File: src/rtl/service_ratio_process_scheduler_assert.svh
// Assertion macros for the service ratio scheduler
`ifndef SERVICE_RATIO_PROCESS_SCHEDULER_ASSERT_SVH
`define SERVICE_RATIO_PROCESS_SCHEDULER_ASSERT_SVH

// same-cycle implication, checked outside reset
`define SRPS_CHECK(lbl, ante, cons, msg) \
   lbl: assert property (@(posedge clock) disable iff (reset) (ante) |-> (cons)) \
      else $error(msg);

// next-cycle implication, checked outside reset
`define SRPS_NEXT(lbl, ante, cons, msg) \
   lbl: assert property (@(posedge clock) disable iff (reset) (ante) |=> (cons)) \
      else $error(msg);

`endif

File: src/rtl/srps_pkg.sv
// Shared types, constants and time arithmetic for the service ratio scheduler
package srps_pkg;

   localparam int SLOTS  = 32;
   localparam int IDX_W  = (SLOTS > 1) ? $clog2(SLOTS) : 1;
   localparam int FILL_W = $clog2(SLOTS + 1);
   localparam int CNT_W  = 6;

   localparam logic [29:0] NS_PER_SEC     = 30'd1000000000;
   localparam logic [31:0] NS_TWO_SEC     = 32'd2000000000;
   localparam logic [61:0] SEC_SPAN       = 62'd4294967296000000000;
   localparam logic [29:0] SLICE_RESET    = 30'd50000000;
   localparam logic [29:0] OVERHEAD_RESET = 30'd500000;

   typedef enum logic [1:0] {
      FUNC_ADD      = 2'd0,
      FUNC_DISPATCH = 2'd1,
      FUNC_REPORT   = 2'd2,
      FUNC_ADVANCE  = 2'd3
   } func_type;

   typedef enum logic [1:0] {
      STAT_OK         = 2'd0,
      STAT_FULL       = 2'd1,
      STAT_UNKNOWN    = 2'd2,
      STAT_NONE_READY = 2'd3
   } status_type;

   typedef enum logic [1:0] {
      OUT_READY      = 2'd0,
      OUT_BLOCKED    = 2'd1,
      OUT_TERMINATED = 2'd2
   } outcome_type;

   typedef enum logic [1:0] {
      ST_EMPTY   = 2'd0,
      ST_READY   = 2'd1,
      ST_RUNNING = 2'd2,
      ST_BLOCKED = 2'd3
   } slot_st_type;

   typedef enum logic {
      CSR_SLICE    = 1'b0,
      CSR_OVERHEAD = 1'b1
   } csr_idx_type;

   typedef struct packed {
      logic [31:0] sec;
      logic [29:0] ns;
   } time_type;

   // one table entry; service time is kept as flat nanoseconds modulo the seconds span
   typedef struct packed {
      logic [15:0] id;
      slot_st_type st;
      time_type    start;
      logic [61:0] svc;
      time_type    wake;
   } entry_type;

   typedef struct packed {
      logic             rd_en;
      logic [IDX_W-1:0] rd_addr;
      logic             wr_en;
      logic [IDX_W-1:0] wr_addr;
   } tbl_ctl_type;

   // add up to about two seconds of nanoseconds with full carry, seconds wrapping
   function automatic time_type time_add(time_type t, logic [30:0] v);
      logic [31:0] sum;
      time_type    r;
      sum = {2'b00, t.ns} + {1'b0, v};
      if (sum >= NS_TWO_SEC) begin
         r.sec = t.sec + 32'd2;
         r.ns  = 30'(sum - NS_TWO_SEC);
      end else if (sum >= {2'b00, NS_PER_SEC}) begin
         r.sec = t.sec + 32'd1;
         r.ns  = 30'(sum - {2'b00, NS_PER_SEC});
      end else begin
         r.sec = t.sec;
         r.ns  = sum[29:0];
      end
      return r;
   endfunction

   // add nanoseconds to a flat service time modulo the seconds span
   function automatic logic [61:0] svc_add(logic [61:0] s, logic [30:0] v);
      logic [62:0] sum;
      sum = {1'b0, s} + {32'b0, v};
      if (sum >= {1'b0, SEC_SPAN}) begin
         return 62'(sum - {1'b0, SEC_SPAN});
      end
      return sum[61:0];
   endfunction

endpackage

File: src/rtl/srps_ratio.sv
// Ratio compare unit: sign of s*bt - bs*t from eight 31x31 partial products
module srps_ratio (
   input  logic        clock,
   input  logic        reset,
   input  logic        start,
   input  logic [61:0] s,
   input  logic [61:0] t,
   input  logic [61:0] bs,
   input  logic [61:0] bt,
   output logic        done,
   output logic        less
);
   import srps_pkg::*;

   localparam int ACC_W = 126;

   logic [61:0]      s_ff, t_ff, bs_ff, bt_ff;
   logic [61:0]      s_in, t_in, bs_in, bt_in;
   logic [61:0]      pp_ff, pp_in;
   logic [2:0]       pstep_ff, pstep_in;
   logic             pv_ff, pv_in;
   logic [ACC_W-1:0] acc_ff, acc_in;
   logic [3:0]       cnt_ff, cnt_in;
   logic             run_ff, run_in;
   logic             done_ff, done_in;
   logic [30:0]      mul_x, mul_y;
   logic [ACC_W-1:0] ext;

   // pick the operand halves for this step
   always_comb begin
      case (cnt_ff[2:1])
         2'd0:    mul_x = s_ff[30:0];
         2'd1:    mul_x = s_ff[61:31];
         2'd2:    mul_x = bs_ff[30:0];
         default: mul_x = bs_ff[61:31];
      endcase
      if (cnt_ff[2]) begin
         mul_y = cnt_ff[0] ? t_ff[61:31] : t_ff[30:0];
      end else begin
         mul_y = cnt_ff[0] ? bt_ff[61:31] : bt_ff[30:0];
      end
   end

   // align the registered partial product
   always_comb begin
      case (pstep_ff[1:0])
         2'd0:       ext = {64'b0, pp_ff};
         2'd1, 2'd2: ext = {33'b0, pp_ff, 31'b0};
         default:    ext = {2'b0, pp_ff, 62'b0};
      endcase
   end

   // step the multiplier and accumulate
   always_comb begin
      s_in     = s_ff;
      t_in     = t_ff;
      bs_in    = bs_ff;
      bt_in    = bt_ff;
      pp_in    = pp_ff;
      pstep_in = pstep_ff;
      pv_in    = 1'b0;
      acc_in   = acc_ff;
      cnt_in   = cnt_ff;
      run_in   = run_ff;
      done_in  = 1'b0;
      if (start) begin
         s_in   = s;
         t_in   = t;
         bs_in  = bs;
         bt_in  = bt;
         acc_in = '0;
         cnt_in = 4'd0;
         run_in = 1'b1;
      end else if (run_ff) begin
         if (!cnt_ff[3]) begin
            pp_in    = {31'b0, mul_x} * {31'b0, mul_y};
            pstep_in = cnt_ff[2:0];
            pv_in    = 1'b1;
         end
         if (pv_ff) begin
            acc_in = pstep_ff[2] ? acc_ff - ext : acc_ff + ext;
         end
         if (cnt_ff[3]) begin
            run_in  = 1'b0;
            done_in = 1'b1;
         end
         cnt_in = cnt_ff + 4'd1;
      end
   end

   always_ff @(posedge clock) begin
      if (reset) begin
         run_ff  <= 1'b0;
         done_ff <= 1'b0;
         pv_ff   <= 1'b0;
         cnt_ff  <= 4'd0;
      end else begin
         run_ff  <= run_in;
         done_ff <= done_in;
         pv_ff   <= pv_in;
         cnt_ff  <= cnt_in;
      end
   end

   always_ff @(posedge clock) begin
      s_ff     <= s_in;
      t_ff     <= t_in;
      bs_ff    <= bs_in;
      bt_ff    <= bt_in;
      pp_ff    <= pp_in;
      pstep_ff <= pstep_in;
      acc_ff   <= acc_in;
   end

   assign done = done_ff;
   assign less = acc_ff[ACC_W-1];

endmodule
File: config.mk
export PLATFORM = sky130hd
export DESIGN_NAME = srps_ratio
export DESIGN_NICKNAME = d
export VERILOG_FILES = /design/src/rtl/service_ratio_process_scheduler_assert.svh /design/src/rtl/srps_pkg.sv /design/src/rtl/srps_ratio.sv
export SDC_FILE = /design/constraint.sdc
export NUM_CORES = 2
export LEC_CHECK = 0
export BUFFER_PORTS_ARGS = -buffer_cell sky130_fd_sc_hd__buf_4
export CORE_MARGIN = 5
export CORE_UTILIZATION = 60
export CTS_CLUSTER_DIAMETER = 200
export CTS_CLUSTER_SIZE = 10
export DETAILED_ROUTE_END_ITERATION = 10
export HOLD_SLACK_MARGIN = 0.06
export PLACE_DENSITY = 0.84
export SYNTH_ARGS = -nofsm -noshare
export SYNTH_HDL_FRONTEND = slang
export SYNTH_SLANG_ARGS = --single-unit
File: constraint.sdc
create_clock -name clock -period 13.4 [get_ports clock]
set_input_delay 1.34 -clock clock [delete_from_list [all_inputs] [get_ports clock]]
set_output_delay 1.34 -clock clock [all_outputs]
set_load 0.02 [all_outputs]
* Word level (Yosys, flattened, before mapping)
Index checks and enable logic that the tools add are counted.
Cells by class: equal/unequal tests 4, bitwise operators 3, multiply operators 1, add/sub/neg operators 3, reduce and logical (&&, ||, !) cells 7, muxes and demuxes 10
Operator list (number):
- case mux 124 bit (2 select lines) | 1
- adder 126 bit | 1
- 2-to-1 mux 126 bit | 1
- subtractor 126 bit | 1
- 2-to-1 mux 31 bit | 3
- case mux 31 bit (3 select lines) | 1
- multiplier 31 x 31 -> 62 bit | 1
- adder 4 x 1 -> 4 bit, second input constant | 1
- == test 2 x 1 -> 1 bit, second input constant | 2
- == test 2 bit, second input constant | 2
- logical NOT 2 bit | 2
- 2-to-1 mux 1 bit | 4
- OR reduction 2 bit | 2
- NOT 1 bit | 3
- AND reduction 3 bit | 1
- OR reduction 3 bit | 1
- AND reduction 2 bit | 1
Storage, ports and cells: register bits 446, word-level logic and storage cells 39, input bits 251, output and inout bits 2

* Longest topological paths before layout
word-level depth 5, mapped depth 37, gate-level depth less buffers 32

* Worst setup path before layout
OpenSTA, ideal clock, no wires.
kind register to register, from register cnt_ff[0], to register pp_ff[59], data pin, required time 13136 ps, buffers on the path 5, path slack 4322 ps, cell stages (with the launch flop) 32, period minus slack after synthesis 9078 ps, setup time 264 ps, arrival time 8814 ps, cells stage by stage dfxtp_1 -> clkbuf_1 -> buf_1 -> buf_1 -> mux2_2 -> o21ai_1 -> clkbuf_1 -> nor2_1 -> fa_1 -> inv_1 -> fa_1 -> fa_1 -> fa_1 -> inv_1 -> fa_1 -> fa_1 -> fa_1 -> inv_1 -> fa_1 -> inv_1 -> ha_1 -> clkbuf_1 -> a21o_1 -> a21o_1 -> a21oi_1 -> o21ai_0 -> a2111oi_0 -> a21bo_2 -> a211oi_1 -> o31ai_1 -> a221oi_1 -> xnor2_1
On the way: word-level cells in the longest chain between the ends 3, elaborated cells on any way between the ends 4, classes of those cells 1 x mul; 3 x mux
Ends and longest elaborated chain:
- start: declaration | RTL line srps_ratio.sv:23 | logic [3:0] cnt_ff, cnt_in;
- start signal: assignment | RTL line srps_ratio.sv:101 | cnt_ff <= cnt_in;
- 2-to-1 mux 31 bit, on equally long branches | RTL line srps_ratio.sv:40, srps_ratio.sv:38
- 2-to-1 mux 31 bit * | RTL line srps_ratio.sv:37 | if (cnt_ff[2]) begin
- multiplier 31 x 31 -> 62 bit * | RTL line srps_ratio.sv:76 | pp_in = {31'b0, mul_x} * {31'b0, mul_y};
- end signal: assignment | RTL line srps_ratio.sv:110 | pp_ff <= pp_in;
- end: declaration | RTL line srps_ratio.sv:19 | logic [61:0] pp_ff, pp_in;
Every way passes the cells marked *; elsewhere a longest branch is shown, timed or not. A chain may end at the register's enable or synchronous reset.

* Worst setup path after layout
from register cnt_ff[1], to register pp_ff[60], data pin
On the way: word-level cells in the longest chain between the ends 3, elaborated cells on any way between the ends 5, classes of those cells 1 x mul; 2 x eq/ne; 1 x mux; 1 x reduce/logical
Ends and longest elaborated chain:
- == test 2 bit, or another cell as far along | RTL line srps_ratio.sv:31 | case (cnt_ff[2:1])
- case mux 31 bit (3 select lines) * | RTL line srps_ratio.sv:31
- multiplier 31 x 31 -> 62 bit * | RTL line srps_ratio.sv:76
Marked as above.

==> key figures <==
Detailed routing
  – Initial drt markers: 5000
  – DRT Pass-1 Iters: 9
  – Routed WL: about 190000 µm
  – DR WL/cell: roughly 24 µm
  – Via density: between 6 and 7
  – DRC: 0
  – Via count: between 50000 and 60000
  – Post-route ant nets: 0

Layout
  – Share of cells above drive strength 1: 8.00%
  – Final nets: ~8000
  – Finished Cell Area: between 0.06 and 0.07 mm²
  – Area grow syn2layout: 7.32%

Place
  – Placed Area: 0.0617 mm²
  – RD Place Congestion: between 1 and 1.5
  – Post-DP HPWL: roughly 150000 µm
  – Port bufs: roughly 250

Timing
  – Slew @ Worst Pin: around 1200 ps
  – RSZ-0062 raised after global routing: no
  – Final hold slack: 456 ps
  – Post-route clock period utilization: between 70% and 80%
  – Final hold violations: 0
  – Final setup viols: 0
  – Skew final: around 61 ps
  – Time the worst path needs with I/O delays and setup: just over 10000 ps
  – Setup tns final: 0 ps
  – Max-slew violations: 0
  – Max frequency: 99.2 MHz
  – Max-Slew Margin vs Limit: between 10% and 20%

Floorplanning
  – # rows: ~120
  – Die X: between 300 and 400 µm
  – Die H: 323 µm
  – Total core area: approximately 0.1 mm²
  – Starting Density: between 60% and 70%
  – Die footprint: 0.105 mm²
  – I/O pin cnt: around 250

GRT
  – Largest net degree at the start of global routing: around 180
  – Initial antenna violation count: 5
  – Total track usage: 36.6%
  – Grt ovf: 0
  – Vias in the first global route: 51500
  – First-pass GRT wire length: slightly below 300000 µm

Synth
  – Sequential cell area fraction in the yosys report: about a fifth
  – Average size of a mapped cell: 8.82 µm²
  – Synth Flop Type: edfxtp_1
  – Most frequent cell after synthesis: nand2_1
  – Post-Synthesis Cells: 6680
  – Synth top area cells: fa_1, edfxtp_1, ha_1, nand2_1, inv_1
  – Yosys warning total: 0
  – Synth top area share: between 20% and 30%
  – Synthesized area: 0.0589 mm²
  – Yosys top cell by area: fa_1
  – Syn Nets: slightly above 8000
  – EDFF count, synth: 313
  – Register bit total from synthesis: 446
  – Cell variety after synth: 90
  – Synth cell count leaders: nand2_1, inv_1, fa_1, nor2_1, a21oi_1
  – Post-synthesis async set-or-reset flop share: 0%

Critical path
  – Max incr delay on CP: 810 ps
  – Delay-heaviest family, CP: adder cells
  – Critical Path RT: between 10000 and 15000 ps
  – Worst path most repeated cell: fa_1
  – Critical path arrival: about 11000 ps
  – Crit-path max FO: 49
  – Critical path class: flip-flop to flip-flop
  – CP max-delay cell: o21ai_2
  – WP buf/inv: 3
  – Critical Path End Type: flip-flop
  – Crit start category: flip-flop

Clock network
  – Max Root-Sink Buffers: 3
  – Total clock sinks: 446
  – Worst-path clk slew: ~60 ps
  – Post-CTS setup buffers: 0
  – Max H-tree Level: 2
  – Post_cts resized: 0
  – Num CTS Buffers: between 50 and 60
  – CTS tree: done
  – Worst skew pair latency: just under 700 ps
  – Clock root cell: clkbuf_16
  – CTS Hold Bufs: 0

Min path
  – Hold Crit Class: flip-flop to flip-flop

Run status
  – Status: finished, final reports clean

Flow run
  – Max-cap violation count: 0
[sequential cells by signal, indices dropped and copies added (netlist names)]
signal    flops
run_ff        1
pp_ff        62
bs_ff        62
acc_ff      126
cnt_ff        4
bt_ff        62
t_ff         62
pstep_ff      3
done          1
s_ff         62
pv_ff         1
[layout by cell type, fill, tap and decap left out, types with 32 or more instances in the layout]
master	netlist	routed
nand2b_1	35	35
inv_1	874	874
dfxtp_1	133	130
and2_1	33	32
a21o_1	90	90
edfxtp_1	313	313
and3_1	32	32
ha_1	384	383
mux2i_1	63	63
nor2_1	766	764
buf_4	0	342
fa_1	838	838
mux2_2	57	57
a22oi_1	62	62
o21ai_1	37	43
o21ai_0	242	225
nand2_1	977	976
clkbuf_16	0	51
a21oi_1	416	416
nor3_1	63	63
o21bai_1	66	66
xor2_1	123	123
nand4_1	74	74
xnor2_1	151	151
a31oi_1	40	40
nand3_1	42	42
o21a_1	77	77
[per-layer routing]
metal | up-vias | track usage [%] | wire [µm] | part of all wire [%]
met4 | 8 | 20.3 | 13700 | 7.2
li1 | 21800 | - | - | -
met1 | 24300 | 45.7 | 69300 | 36
met3 | 867 | 10.7 | 23400 | 12
met5 | - | 0 | 46 | 0.024
met2 | 3277 | 57.5 | 85300 | 44
[worst reg2reg max path, delay by kind of cell, from the launching register on]
kind,cells,cell delay [ps]
DFF,1,510
AOI/OAI and AO/OA,9,3160
and+or+nand+nor,2,280
xor gates and xnor gates,1,150
buffers and inverters,3,750
muxes,1,470
adders and majority gates,9,4560
[worst paths after layout]
path	start	to	slack (ps)	cells past startpoint
setup / recovery	cnt_ff[1]	pp_ff[60]	3320	25
hold / removal	acc_ff[3]	acc_ff[3]	460	2
setup reg to reg	cnt_ff[1]	pp_ff[60]	3320	25
hold reg to reg	acc_ff[3]	acc_ff[3]	460	2
[kinds of logic after synthesis]
group / share of synthesized area (%)
buf+inv: 8.02
simple gates: 15.6
flops: 20.5
compound gates: 12.8
mux: 2.39
xor+xnor: 4.08
fa+ha+maj: 36.6
[through the flow]
step	std cells	utilization (%)	setup WS (ps)
after global placement	7941	63.1	3690
after global routing	8021	64.6	3080
after CTS	8021	64.6	3540
final	8026	64.6	3320
after floorplan	6680	-	4320
after detailed placement	7941	63.1	3510
[cell type report]
type,instances,area (µm²)
Multi-Input combinational cell,4990,42200
Fill cell,7859,34600
Sequential cell,446,12100
Inverter,874,3280
Timing Repair Buffer,344,2600
Tap cell,1287,1610
Clock buffer,74,1360
Clock inverter,6,73.8
Antenna cell,5,12.5
Power is not shown: default switching activity piles up to over one toggle a cycle in this logic, so the estimate is an artifact.
